## config.mk

```make
export PLATFORM = sky130hd
export DESIGN_NAME = fla_ctrl
export DESIGN_NICKNAME = d
export VERILOG_FILES = /design/src/design/fla_pkg.sv /design/src/design/fla_ctrl.sv
export SDC_FILE = /design/constraint.sdc
export NUM_CORES = 1
export LEC_CHECK = 0
export BUFFER_PORTS_ARGS = -buffer_cell sky130_fd_sc_hd__buf_2
export CAP_MARGIN = 15
export CORE_MARGIN = 3
export CORE_UTILIZATION = 30
export DETAILED_ROUTE_END_ITERATION = 7
export GPL_TIMING_DRIVEN = 0
export PLACE_DENSITY = 0.45
export SYNTH_ARGS = -nofsm -noshare
export SYNTH_HDL_FRONTEND = slang
export SYNTH_SLANG_ARGS = --single-unit
```

## constraint.sdc

```tcl
create_clock -name clk -period 10.1 [get_ports clk]
set_input_delay 0.505 -clock clk [delete_from_list [all_inputs] [get_ports clk]]
set_output_delay 0.505 -clock clk [all_outputs]
set_load 0.01 [all_outputs]
```

## src/design/fla_pkg.sv

```systemverilog
// Shared constants, codes and types of the free-list page allocator.
package fla_pkg;

  localparam int MAX_PAGES = 1024;
  localparam int PAGE_W    = $clog2(MAX_PAGES);
  localparam int TOTAL_W   = PAGE_W + 1;
  localparam int GROW_W    = 8;
  localparam int STATUS_W  = 2;

  localparam logic [GROW_W-1:0] GROW_RESET = GROW_W'(100);

  // Request kinds
  localparam logic MODE_ALLOC = 1'b0;
  localparam logic MODE_FREE  = 1'b1;

  // Result status codes
  localparam logic [STATUS_W-1:0] STATUS_OK       = 2'd0;
  localparam logic [STATUS_W-1:0] STATUS_NO_SPACE = 2'd1;
  localparam logic [STATUS_W-1:0] STATUS_BAD_PAGE = 2'd2;

  typedef struct packed {
    logic [TOTAL_W-1:0]  total_pages;
    logic [STATUS_W-1:0] status;
    logic [PAGE_W-1:0]   result_page;
  } fla_result_t;

endpackage

```

## src/design/fla_ctrl.sv

```systemverilog
// Allocator sequencer: free-list head, pool size, growth sweep and memory control.
module fla_ctrl
  import fla_pkg::*;
(
  input  logic                clk,
  input  logic                rst,
  input  logic                req_valid,
  output logic                req_ready,
  input  logic                req_mode,
  input  logic [PAGE_W-1:0]   req_page,
  input  logic [GROW_W-1:0]   grow_count,
  output logic                res_valid,
  input  logic                res_ready,
  output fla_result_t         res,
  output logic                ram_re,
  output logic [PAGE_W-1:0]   ram_raddr,
  input  logic [PAGE_W-1:0]   ram_rdata,
  output logic                ram_we,
  output logic [PAGE_W-1:0]   ram_waddr,
  output logic [PAGE_W-1:0]   ram_wdata
);

  localparam logic [1:0] S_IDLE = 2'd0;
  localparam logic [1:0] S_EXEC = 2'd1;
  localparam logic [1:0] S_GROW = 2'd2;
  localparam logic [1:0] S_FIN  = 2'd3;

  logic [1:0]         state, state_next;
  logic [PAGE_W-1:0]  head, head_next;
  logic [TOTAL_W-1:0] total, total_next;
  logic               mode, mode_next;
  logic [PAGE_W-1:0]  page, page_next;
  logic [PAGE_W-1:0]  last, last_next;
  logic [PAGE_W-1:0]  gptr, gptr_next;

  logic               accept;
  logic [TOTAL_W-1:0] room;
  logic [TOTAL_W-1:0] grow_ext;
  logic [TOTAL_W-1:0] add;
  logic [TOTAL_W-1:0] last_sum;

  assign req_ready = (state == S_IDLE);
  assign accept    = req_valid && req_ready;

  // Start the link read for a pop in the accept cycle
  assign ram_re    = accept && (req_mode == MODE_ALLOC) && (head != '0);
  assign ram_raddr = head;

  // Pages the pool can take on this growth
  assign room     = TOTAL_W'(MAX_PAGES) - total;
  assign grow_ext = TOTAL_W'(grow_count);
  assign add      = (grow_ext < room) ? grow_ext : room;
  assign last_sum = total + add - TOTAL_W'(1);

  // Step the sequencer
  always_comb begin
    state_next = state;
    head_next  = head;
    total_next = total;
    mode_next  = mode;
    page_next  = page;
    last_next  = last;
    gptr_next  = gptr;
    res_valid  = 1'b0;
    res        = '0;
    ram_we     = 1'b0;
    ram_waddr  = gptr;
    ram_wdata  = '0;
    case (state)
      S_IDLE: begin
        if (accept) begin
          mode_next  = req_mode;
          page_next  = req_page;
          state_next = S_EXEC;
        end
      end
      S_EXEC: begin
        if (mode == MODE_FREE) begin
          if (res_ready) begin
            res_valid       = 1'b1;
            res.total_pages = total;
            if ((page == '0) || ({1'b0, page} >= total)) begin
              res.status = STATUS_BAD_PAGE;
            end else begin
              res.status = STATUS_OK;
              ram_we     = 1'b1;
              ram_waddr  = page;
              ram_wdata  = head;
              head_next  = page;
            end
            state_next = S_IDLE;
          end
        end else if (head != '0) begin
          if (res_ready) begin
            res_valid       = 1'b1;
            res.result_page = head;
            res.status      = STATUS_OK;
            res.total_pages = total;
            head_next       = ram_rdata;
            state_next      = S_IDLE;
          end
        end else if (add == '0) begin
          if (res_ready) begin
            res_valid       = 1'b1;
            res.status      = STATUS_NO_SPACE;
            res.total_pages = total;
            state_next      = S_IDLE;
          end
        end else begin
          last_next  = last_sum[PAGE_W-1:0];
          gptr_next  = total[PAGE_W-1:0];
          state_next = (add == TOTAL_W'(1)) ? S_FIN : S_GROW;
        end
      end
      S_GROW: begin
        // Link each new page below the top one to its predecessor; the lowest one ends the list
        ram_we    = 1'b1;
        ram_waddr = gptr;
        ram_wdata = (gptr == total[PAGE_W-1:0]) ? '0 : gptr - PAGE_W'(1);
        gptr_next = gptr + PAGE_W'(1);
        if (gptr == last - PAGE_W'(1)) begin
          state_next = S_FIN;
        end
      end
      S_FIN: begin
        // Pop the top new page directly
        if (res_ready) begin
          res_valid       = 1'b1;
          res.result_page = last;
          res.status      = STATUS_OK;
          res.total_pages = {1'b0, last} + TOTAL_W'(1);
          total_next      = {1'b0, last} + TOTAL_W'(1);
          head_next       = ({1'b0, last} == total) ? '0 : last - PAGE_W'(1);
          state_next      = S_IDLE;
        end
      end
      default: begin
        state_next = S_IDLE;
      end
    endcase
  end

  // Control state
  always_ff @(posedge clk) begin
    if (rst) begin
      state <= S_IDLE;
      head  <= '0;
      total <= TOTAL_W'(1);
    end else begin
      state <= state_next;
      head  <= head_next;
      total <= total_next;
    end
  end

  // Request and growth bookkeeping
  always_ff @(posedge clk) begin
    mode <= mode_next;
    page <= page_next;
    last <= last_next;
    gptr <= gptr_next;
  end

endmodule

```

==> results of run 1 <==
final cells by class:
cell class                      count  area share (%)
Clock buffer                        5            2.04
Sequential cell                    54            22.7
Timing Repair Buffer               89            7.27
Buffer                             45            3.27
Clock inverter                      3           0.368
Inverter                           56            3.43
Tap cell                          220            4.49
Multi-Input combinational cell    470            56.4
worst paths after layout:
check               start      endpoint  slack [ns]
max              total[0]       last[9]        4.48
max reg2reg      total[0]       last[9]        4.48
min           req_page[6]       page[6]        0.36
min reg2reg  ram_raddr[5]  ram_raddr[5]        0.55
synth_stat cells, types with 5 or more instances:
cell type and number:
edfxtp_1 31, inv_1 56, nand2_1 30, clkbuf_1 29, nor4_1 12, xnor2_1 39
ha_1 39, buf_2 7, nor3_1 15, mux2_2 10, nand4_1 6, nor2_1 48
o21ai_0 13, nand2b_1 22, a21o_1 9, xor2_1 28, nor2b_1 7, or3_1 5
nand3_1 16, buf_1 5, o22ai_1 22, mux2i_1 25, a21oi_1 38, a22o_1 9
dfxtp_1 23
registers in the layout, summed over array words and instances (netlist names):
name,count
last,10
ram_raddr,10
page,10
mode,1
gptr,10
total,11
state,2
routing by layer:
metal | vias up | part of all wire [%] | global-route usage, %
met5 | - | 0 | 0
met4 | 0 | 1.6 | 4.94
met3 | 19 | 4.5 | 2.31
met2 | 157 | 48 | 32.9
met1 | 2414 | 46 | 26.4
li1 | 2409 | - | -
cell usage in the layout, fill, tap and decap left out, types with 5 or more instances in the layout:
| cell | netlist | final |
|---|---|---|
| a21o_1 | 9 | 9 |
| or3_1 | 5 | 5 |
| nand3_1 | 16 | 16 |
| nor3_1 | 15 | 15 |
| nor2_1 | 48 | 48 |
| edfxtp_1 | 31 | 31 |
| nand2_1 | 30 | 30 |
| nor2b_1 | 7 | 7 |
| clkbuf_16 | 0 | 5 |
| mux2_2 | 10 | 10 |
| o22ai_1 | 22 | 22 |
| xnor2_1 | 39 | 39 |
| a21oi_1 | 38 | 38 |
| nand4_1 | 6 | 6 |
| buf_2 | 7 | 96 |
| clkbuf_1 | 29 | 29 |
| a22o_1 | 9 | 9 |
| mux2i_1 | 25 | 25 |
| dfxtp_1 | 23 | 23 |
| nand2b_1 | 22 | 22 |
| inv_1 | 56 | 56 |
| o21ai_0 | 13 | 13 |
| nor4_1 | 12 | 12 |
| buf_1 | 5 | 5 |
| xor2_1 | 28 | 28 |
| ha_1 | 39 | 39 |
worst register-to-register path, stage by stage (launching register included):
cell and delay [ns]:
dfxtp_1 0.47, buf_2 0.33, inv_1 0.12, ha_1 0.26, xnor2_1 0.20, inv_1 0.09
ha_1 0.29, a21oi_1 0.13, o21ai_0 0.09, a221oi_1 0.30, o221ai_1 0.26, nand2_1 0.31
clkbuf_1 0.43, nor2_1 0.08, a21oi_1 0.14, ha_1 0.24, inv_1 0.06, ha_1 0.16
inv_1 0.06, fa_1 0.40, inv_1 0.07, a21o_1 0.11, a21oi_1 0.11, o21bai_1 0.18
a21oi_1 0.12, o21ai_0 0.27, xnor2_1 0.10
cell families after synthesis:
family / after synthesis / synth area share [%]
DFF: 54 / 26.5
and+or+nand+nor: 192 / 19.8
other: 1 / 0.0713
muxes: 35 / 6.90
xor gates and xnor gates: 70 / 12.4
buffers and inverters: 101 / 7.81
AOI/OAI and AO/OA: 132 / 16.9
adders and majority gates: 40 / 9.66
power by group through the flow:
| stage | Clock (mW) | Sequential, mW | Combinational, mW |
|---|---|---|---|
| 2_1_floorplan | 0 | 0.282 | 0.200 |
| 3_3_place_gp | 0 | 0.294 | 0.283 |
| 3_5_place_dp | 0 | 0.294 | 0.284 |
| 4_1_cts | 0.193 | 0.289 | 0.286 |
| 5_1_grt | 0.200 | 0.292 | 0.313 |
| 6_report | 0.186 | 0.289 | 0.286 |
metrics by stage:
| stage | util [%] | instance area [um^2] | total power, mW | cells | setup WS, ns |
|---|---|---|---|---|---|
| 2_1_floorplan | - | 5260 | 0.481 | 625 | 5.57 |
| 3_3_place_gp | 35.4 | 5980 | 0.577 | 934 | 4.46 |
| 3_5_place_dp | 35.4 | 5980 | 0.578 | 934 | 4.53 |
| 4_1_cts | 36.3 | 6130 | 0.767 | 942 | 4.48 |
| 5_1_grt | 36.3 | 6130 | 0.805 | 942 | 3.96 |
| 6_report | 36.3 | 6130 | 0.761 | 942 | 4.48 |
==> out/summary.txt, run 1 <==
Yosys top cell area share -> 17.7%
final setup TNS -> 0 ns
Root Buffer -> clkbuf_16
initial antenna violation count -> 0
vias in the first global route -> 4,984
Final Hold Fails -> 0
Peak Freq -> 178 MHz
hold depth -> 1
Layout fillers -> 1,781
Layout area overhead -> 16.5%
Top Family by Delay on Critical Path -> compound AO/OA/AOI/OAI gates
Initial Utilization -> 31.2%
Worst Reg-to-Reg Cells -> 26
Setup Buffers After CTS -> 0
DRT Pass-1 Iters -> 4
Worst Clk Skew -> 0.0103 ns
power share of the combinational group -> 37.6%
CP startpoint kind -> flop
maxcap violations -> 0
Pins Over Slew Limit -> 0
Die Ht -> 138 um
H-tree depth -> 2
Die X -> 138 um
Distinct cells, synth -> 73
slew margin rel. -> 27.4%
Clk pwr share -> 24.5%
die area -> 19,100 um^2
Final min period -> 5.62 ns
Syn. warnings -> 0
Async S/R FF share, synth -> 0%
Int Power -> 469 uW
Inserted Diodes -> 0
clock buffer count from CTS -> 5
WHS -> 0.363 ns
first-pass GRT wire length -> 29.4 mm
net switching power figure -> 292 uW
Nets -> 794
Post-Route WL -> 19.0 mm
Flop pwr share -> 37.9%
Synth Register Bits -> 54
CP bufs+invs -> 7
DR WL/cell -> 20.2 um
CP Class -> reg -> reg
GPL Wtd Cong -> 0.932
vias per inst -> 5.31
Post-synth top flop -> edfxtp_1
largest net degree at the start of global routing -> 19
outcome -> finished, final reports clean
cell count after synthesis -> 625
io pins -> 90
layout cells sized above 1 -> 18.0%
total grt overflow -> 0
CTS tree -> built
Critical Path AT -> 5.68 ns
IO Port Bufs -> 89
crit path max fanout -> 10
FF/Latch Area -> 1390 um^2
syn_area_per_cell -> 8.41 um^2
Hold WC Path Type -> in -> reg
CTS resizes -> 0
final setup vio count -> 0
Synth Cell Area -> 5260 um^2
clock tree buffer depth -> 2
Crit. path cell count -> 26
top area cells in the synthesized netlist -> edfxtp_1 18%, ha_1 9.3%, dfxtp_1 8.8%
largest area contributor in the netlist -> edfxtp_1
RSZ-0062 raised after global routing -> false
Worst-Margin Slew -> 1.09 ns
DR vias -> 4,999
WP data required -> 10.16 ns
power per cell area -> 124 nW/um^2
sw frac -> 38.4%
CP most frequent cell -> inv_1
critical path endpoint category -> flop
multi-input logic area -> 3460 um^2
Post-DP HPWL -> 14.8 mm
DRT iter0 DRCs -> 344
Rows -> 47
DRC errors left -> 0
Core ar. -> 16,900 um^2
All-Layer GR Usage -> 19.4%
worst-skew pair later-pin latency -> 0.31 ns
Critical Path Max Stage Delay -> 0.47 ns
Leak -> 2.68 nW
crit path max-delay cell type -> dfxtp_1
period utilisation layout -> 55.6%
Sink Count -> 54
number of synthesized flops with an enable pin -> 31
CTS Hold Bufs -> 0
Seq/Total Area, Yosys -> 26.5%
Mapped Nets -> 698
Antenna Nets Post-Route -> 0
clock-pin slew on the worst setup and hold paths -> 0.08 ns
maximum VDD drop -> 0.0000665 V
No activity file was read; power rests on OpenSTA's default activity.
==> run 2, diff against run 1 <==
--- a/config.mk
+++ b/config.mk
@@ -5,6 +5,7 @@
 export SDC_FILE = /design/constraint.sdc
 export NUM_CORES = 1
 export LEC_CHECK = 0
+export ABC_AREA = 1
 export BUFFER_PORTS_ARGS = -buffer_cell sky130_fd_sc_hd__buf_2
 export CAP_MARGIN = 15
 export CORE_MARGIN = 3
==> constraint.sdc (replaced) <==
create_clock -name clk -period 5.32 [get_ports clk]
set_input_delay 0.266 -clock clk [delete_from_list [all_inputs] [get_ports clk]]
set_output_delay 0.266 -clock clk [all_outputs]
set_load 0.01 [all_outputs]
==> run 2 against run 1 <==
Register-to-register slack worse by 4.0 ns. Non-clock buffer count is 14 lower. Cell count is 13% higher. Synthesized cell count is 19% higher. Fmax is 17% higher. Worst setup slack worse by 4.0 ns. Critical path depth is 4 higher. Critical endpoint unchanged. Largest power group unchanged. Highest routed layer unchanged.
==> out/summary.txt, run 2 <==
layout cells sized above 1 -> 18.0%
GPL Wtd Cong -> 0.915
initial antenna violation count -> 0
Final Hold Fails -> 0
final setup TNS -> 0 ns
Layout fillers -> 1,822
clock-pin slew on the worst setup and hold paths -> 0.08 ns
period utilisation layout -> 90.5%
CTS Hold Bufs -> 0
final setup vio count -> 0
Initial Utilization -> 30.9%
DR vias -> 5,374
CTS tree -> built
Worst Clk Skew -> 0.00856 ns
critical path endpoint category -> flop
count leader, synth -> nand2_1
Inserted Diodes -> 0
Largest Register -> total
WP data required -> 5.36 ns
commonest non-fill, non-tap cell in the layout -> nand2_1
most frequent cells in the layout -> 164 x nand2_1, 100 x inv_1, 93 x buf_2, 57 x o21ai_0
largest area contributor in the netlist -> edfxtp_1
DR WL/cell -> 19.0 um
Leak -> 2.78 nW
IO Port Bufs -> 88
WHS -> 0.140 ns
worst-skew pair later-pin latency -> 0.30 ns
CP startpoint kind -> flop
maximum VDD drop -> 0.000140 V
launch point of the worst path -> total[1]
maxcap violations -> 0
DRT iter0 DRCs -> 395
Hold WC Path Type -> in -> reg
Final min period -> 4.82 ns
power per cell area -> 205 nW/um^2
clock buffer count from CTS -> 5
die area -> 18,800 um^2
Post-Route WL -> 20.2 mm
Layout area overhead -> 17.6%
Nets -> 917
Seq/Total Area, Yosys -> 27.0%
DRC errors left -> 0
Synth Register Bits -> 54
DRT Pass-1 Iters -> 5
CP Class -> reg -> reg
crit path max-delay cell type -> dfxtp_2
Yosys top cell area share -> 18.1%
Die X -> 137 um
Antenna Nets Post-Route -> 0
Peak Freq -> 208 MHz
fin cells -> 1,065
io pins -> 90
crit path max fanout -> 9
All-Layer GR Usage -> 21.2%
Async S/R FF share, synth -> 0%
Die Ht -> 137 um
FF/Latch Area -> 1390 um^2
Pins Over Slew Limit -> 0
total grt overflow -> 0
Core ar. -> 16,700 um^2
H-tree depth -> 2
Post-Place Cells -> 1,054
outcome -> finished, final reports clean
RSZ-0062 raised after global routing -> false
Rows -> 47
Distinct cells, synth -> 47
multi-input logic area -> 3210 um^2
CP most frequent cell -> nor2_1
vias per inst -> 5.05
first-pass GRT wire length -> 29.9 mm
syn_area_per_cell -> 6.92 um^2
Root Buffer -> clkbuf_16
Post-DP HPWL -> 16.3 mm
number of flip-flops in the largest register -> 11
Syn. warnings -> 0
top area cells in the synthesized netlist -> edfxtp_1 18%, nand2_1 12%, ha_1 9.5%
CP bufs+invs -> 5
Synth Cell Area -> 5150 um^2
Post-synth top flop -> edfxtp_1
vias in the first global route -> 5,137
Critical Path Max Stage Delay -> 0.46 ns
cell count after synthesis -> 745
Worst-Margin Slew -> 0.756 ns
clock tree buffer depth -> 2
reg-to-reg critical path startpoint -> total[1]
Top Family by Delay on Critical Path -> adder cells
Sink Count -> 54
slew margin rel. -> 49.1%
Critical Path AT -> 4.86 ns
number of synthesized flops with an enable pin -> 31
critical hold path startpoint -> req_page[5]
Mapped Nets -> 818
top cells by count, synth -> 164 x nand2_1, 101 x inv_1, 59 x o21ai_0
largest net degree at the start of global routing -> 16
[run 2: cell types whose count changed after synthesis, moves of 13 or more]
cell	previous run	this run
nand3_1	16	40
clkbuf_1	29	16
inv_1	56	101
a21oi_1	38	52
o21ai_0	13	59
mux2i_1	25	0
nand2b_1	22	0
nand2_1	30	164
xnor2_1	39	4
[run 2: kinds of logic (layout without fill, tap and decap cells)]
family / after synthesis / count (layout) / share of synthesized area (%)
flip-flops: 54 / 54 / 27.0
buffers and inverters: 137 / 237 / 10.9
AND/OR/NAND/NOR: 318 / 318 / 28.1
XOR/XNOR: 40 / 40 / 7.09
AO/OA/AOI/OAI: 155 / 155 / 17.0
other: 1 / 1 / 0.0728
adder cells (fa/ha/maj): 40 / 40 / 9.86
[run 2: path summary, 6_finish.rpt]
kind / depth (start not counted) / to / slack [ns]
setup reg to reg: 30 / last[9] / 0.50
hold reg to reg: 2 / total[10] / 0.49
setup / recovery: 30 / last[9] / 0.50
hold / removal: 1 / page[5] / 0.14
[run 2: repair_timing]
action,in CTS,in global routing
setup buffers,0,2
endpoints found under the setup margin,0,1
resized for setup,0,5
[run 2: area by class of cell]
type / count / share of cell area [%]
multi-input cells: 554 / 53.0
flip-flops and latches: 54 / 23.0
repair buffers: 92 / 7.72
inverters: 109 / 6.82
well taps: 220 / 4.54
plain buffers: 28 / 2.52
clock buffers: 7 / 2.35
clock inverters: 1 / 0.0826
[run 2: power by group]
part	switching, mW	internal [mW]	total (mW)
Combinational	0.241	0.124	0.366
Clock	0.161	0.188	0.349
Sequential	0.0417	0.484	0.526
Total	0.444	0.796	1.24
[run 2: through the flow]
stage / power, mW / utilization [%] / cell area (um^2) / setup WS (ns)
after floorplan: 0.753 / - / 5150 / 1.02
after global placement: 0.891 / 35.1 / 5870 / 0.0790
after detailed placement: 0.893 / 35.2 / 5880 / 0.101
after CTS: 1.24 / 36.1 / 6020 / 0.0803
after global routing: 1.31 / 36.3 / 6060 / 0.0354
final: 1.24 / 36.3 / 6060 / 0.504
[run 2: layer usage]
layer | GRT usage, % | vias up | routed length [um]
met3 | 2.83 | 19 | 1010
met5 | 0 | - | 0
met1 | 30.4 | 2540 | 9560
li1 | - | 2665 | -
met2 | 34.2 | 150 | 9370
met4 | 4.05 | 0 | 289
==> run 3, diff against run 2 <==
--- a/config.mk
+++ b/config.mk
@@ -5,7 +5,7 @@
 export SDC_FILE = /design/constraint.sdc
 export NUM_CORES = 1
 export LEC_CHECK = 0
-export ABC_AREA = 1
+export ABC_AREA = 0
 export BUFFER_PORTS_ARGS = -buffer_cell sky130_fd_sc_hd__buf_2
 export CAP_MARGIN = 15
 export CORE_MARGIN = 3
==> run 3 against run 2 <==
Combinational power increased by 49%. Cell count decreased by 11%. First-iteration DRC count decreased by 12%. Sequential power increased by 4.4%. Flip-flop and latch count unchanged. Power increased by 17%. Largest cell class unchanged. Largest power group unchanged.
==> out/summary.txt, run 3 (same netlist as run 1, synthesis figures left out) <==
total grt overflow -> 0
WP data required -> 5.38 ns
outcome -> finished, final reports clean
clock buffer count from CTS -> 5
CP Class -> reg -> reg
die area -> 19,100 um^2
Critical Path AT -> 4.96 ns
clock tree buffer depth -> 2
crit-path cells -> buf_4 > inv_1 > ha_1 > or4b_1 > nor3_1 > o31ai_1 > a221oi_2 > nand2_2 > clkbuf_4 > nor2_1 > a21oi_1 > ha_1 > inv_1 > ha_1 > inv_1 > fa_1 > inv_1 > a21o_1 > a21oi_2 > o21bai_1 > a21oi_1 > o21ai_1 > xnor2_1
most used routing layer -> met2
Final Hold Fails -> 0
Sink Count -> 54
Core ar. -> 16,900 um^2
fin util -> 36.6%
vias in the first global route -> 4,984
final setup vio count -> 0
Worst-Margin Slew -> 1.08 ns
CTS tree -> built
Largest Register -> total
All-Layer GR Usage -> 19.4%
Critical Path Max Stage Delay -> 0.51 ns
maximum VDD drop -> 0.000127 V
slew margin rel. -> 28.2%
power per cell area -> 234 nW/um^2
IO Port Bufs -> 89
Area after DPL -> 5980 um^2
Initial Utilization -> 31.2%
worst-skew pair later-pin latency -> 0.31 ns
Worst Clk Skew -> 0.0116 ns
Layout area overhead -> 17.6%
Die X -> 138 um
DRT Pass-1 Iters -> 4
maxcap violations -> 0
Layout fillers -> 1,773
final worst slack -> 0.423 ns
period utilisation layout -> 92.1%
Pins Over Slew Limit -> 0
fin cells -> 944
GR Util met3 -> 2.31%
crit path max fanout -> 10
met2 Use GR -> 32.9%
Post-Route WL -> 19.0 mm
Post-Place Cells -> 934
Leak -> 2.70 nW
crit path max-delay cell type -> or4b_1
CP most frequent cell -> inv_1
GPL Wtd Cong -> 0.932
Final min period -> 4.90 ns
Inserted Diodes -> 0
DR WL/cell -> 20.2 um
RSZ-0062 raised after global routing -> false
Rows -> 47
post-route cell area -> 6180 um^2
vias per inst -> 5.31
WHS -> 0.124 ns
CTS Hold Bufs -> 0
Final Power -> 1.45 mW
H-tree depth -> 2
Nets -> 796
critical path endpoint category -> flop
Post-DP HPWL -> 14.8 mm
first-pass GRT wire length -> 29.4 mm
Antenna Nets Post-Route -> 0
DRT iter0 DRCs -> 347
CP startpoint kind -> flop
commonest non-fill, non-tap cell in the layout -> buf_2
DRC errors left -> 0
number of flip-flops in the largest register -> 11
DP Worst Slack -> -0.247 ns
clock-pin slew on the worst setup and hold paths -> 0.08 ns
Die Ht -> 138 um
initial antenna violation count -> 0
most frequent cells in the layout -> 94 x buf_2, 55 x inv_1, 48 x nor2_1, 39 x ha_1, 38 x xnor2_1
io pins -> 90
largest net degree at the start of global routing -> 19
final setup TNS -> 0 ns
Hold WC Path Type -> in -> reg
layout cells sized above 1 -> 19.3%
grt met1 use -> 26.4%
Root Buffer -> clkbuf_16
DR vias -> 5,009
Peak Freq -> 204 MHz
==> run 3: worst max-delay path, delay by kind of cell, from the launching register on <==
family	cells	cell delay, ns
AO/OA/AOI/OAI	8	1.41
flip-flops	1	0.36
adder cells (fa/ha/maj)	4	0.95
buffers and inverters	6	0.70
XOR/XNOR	1	0.13
AND/OR/NAND/NOR	4	1.09
==> run 3: what timing repair did <==
item	CTS	global route
pin swaps	0	0
gates resized for setup	3	10
endpoints found under the setup margin	3	3
cloned	0	0
buffers inserted	0	2
==> run 3: path summary, 6_finish.rpt <==
kind                                    from           end  slack [ns]  depth (start not counted)
worst max register to register      total[0]       last[9]        0.42                         23
worst min-delay path             req_page[6]       page[6]        0.12                          1
worst max-delay path                total[0]       last[9]        0.42                         23
worst min register to register  ram_raddr[5]  ram_raddr[5]        0.55                          2
==> run 3: metal layers <==
metal / vias to the layer above / share of wire [%]
met5: - / 0
met4: 0 / 1.6
met3: 21 / 4.5
met2: 163 / 48
met1: 2410 / 46
li1: 2415 / -
==> run 3: area by class of cell <==
cell class,count,area (um^2),share of cell area (%)
Multi-Input combinational cell,470,3480,56.3
Sequential cell,54,1390,22.5
Timing Repair Buffer,91,460,7.45
Tap cell,220,275,4.45
Inverter,56,214,3.46
Buffer,45,209,3.38
Clock buffer,5,125,2.02
Clock inverter,3,22.5,0.364
==> run 3: report_power, final <==
group	switching (mW)	total, mW	internal (mW)
sequential	0.0505	0.549	0.499
clock	0.177	0.355	0.178
combinational	0.330	0.545	0.215
total	0.557	1.45	0.892
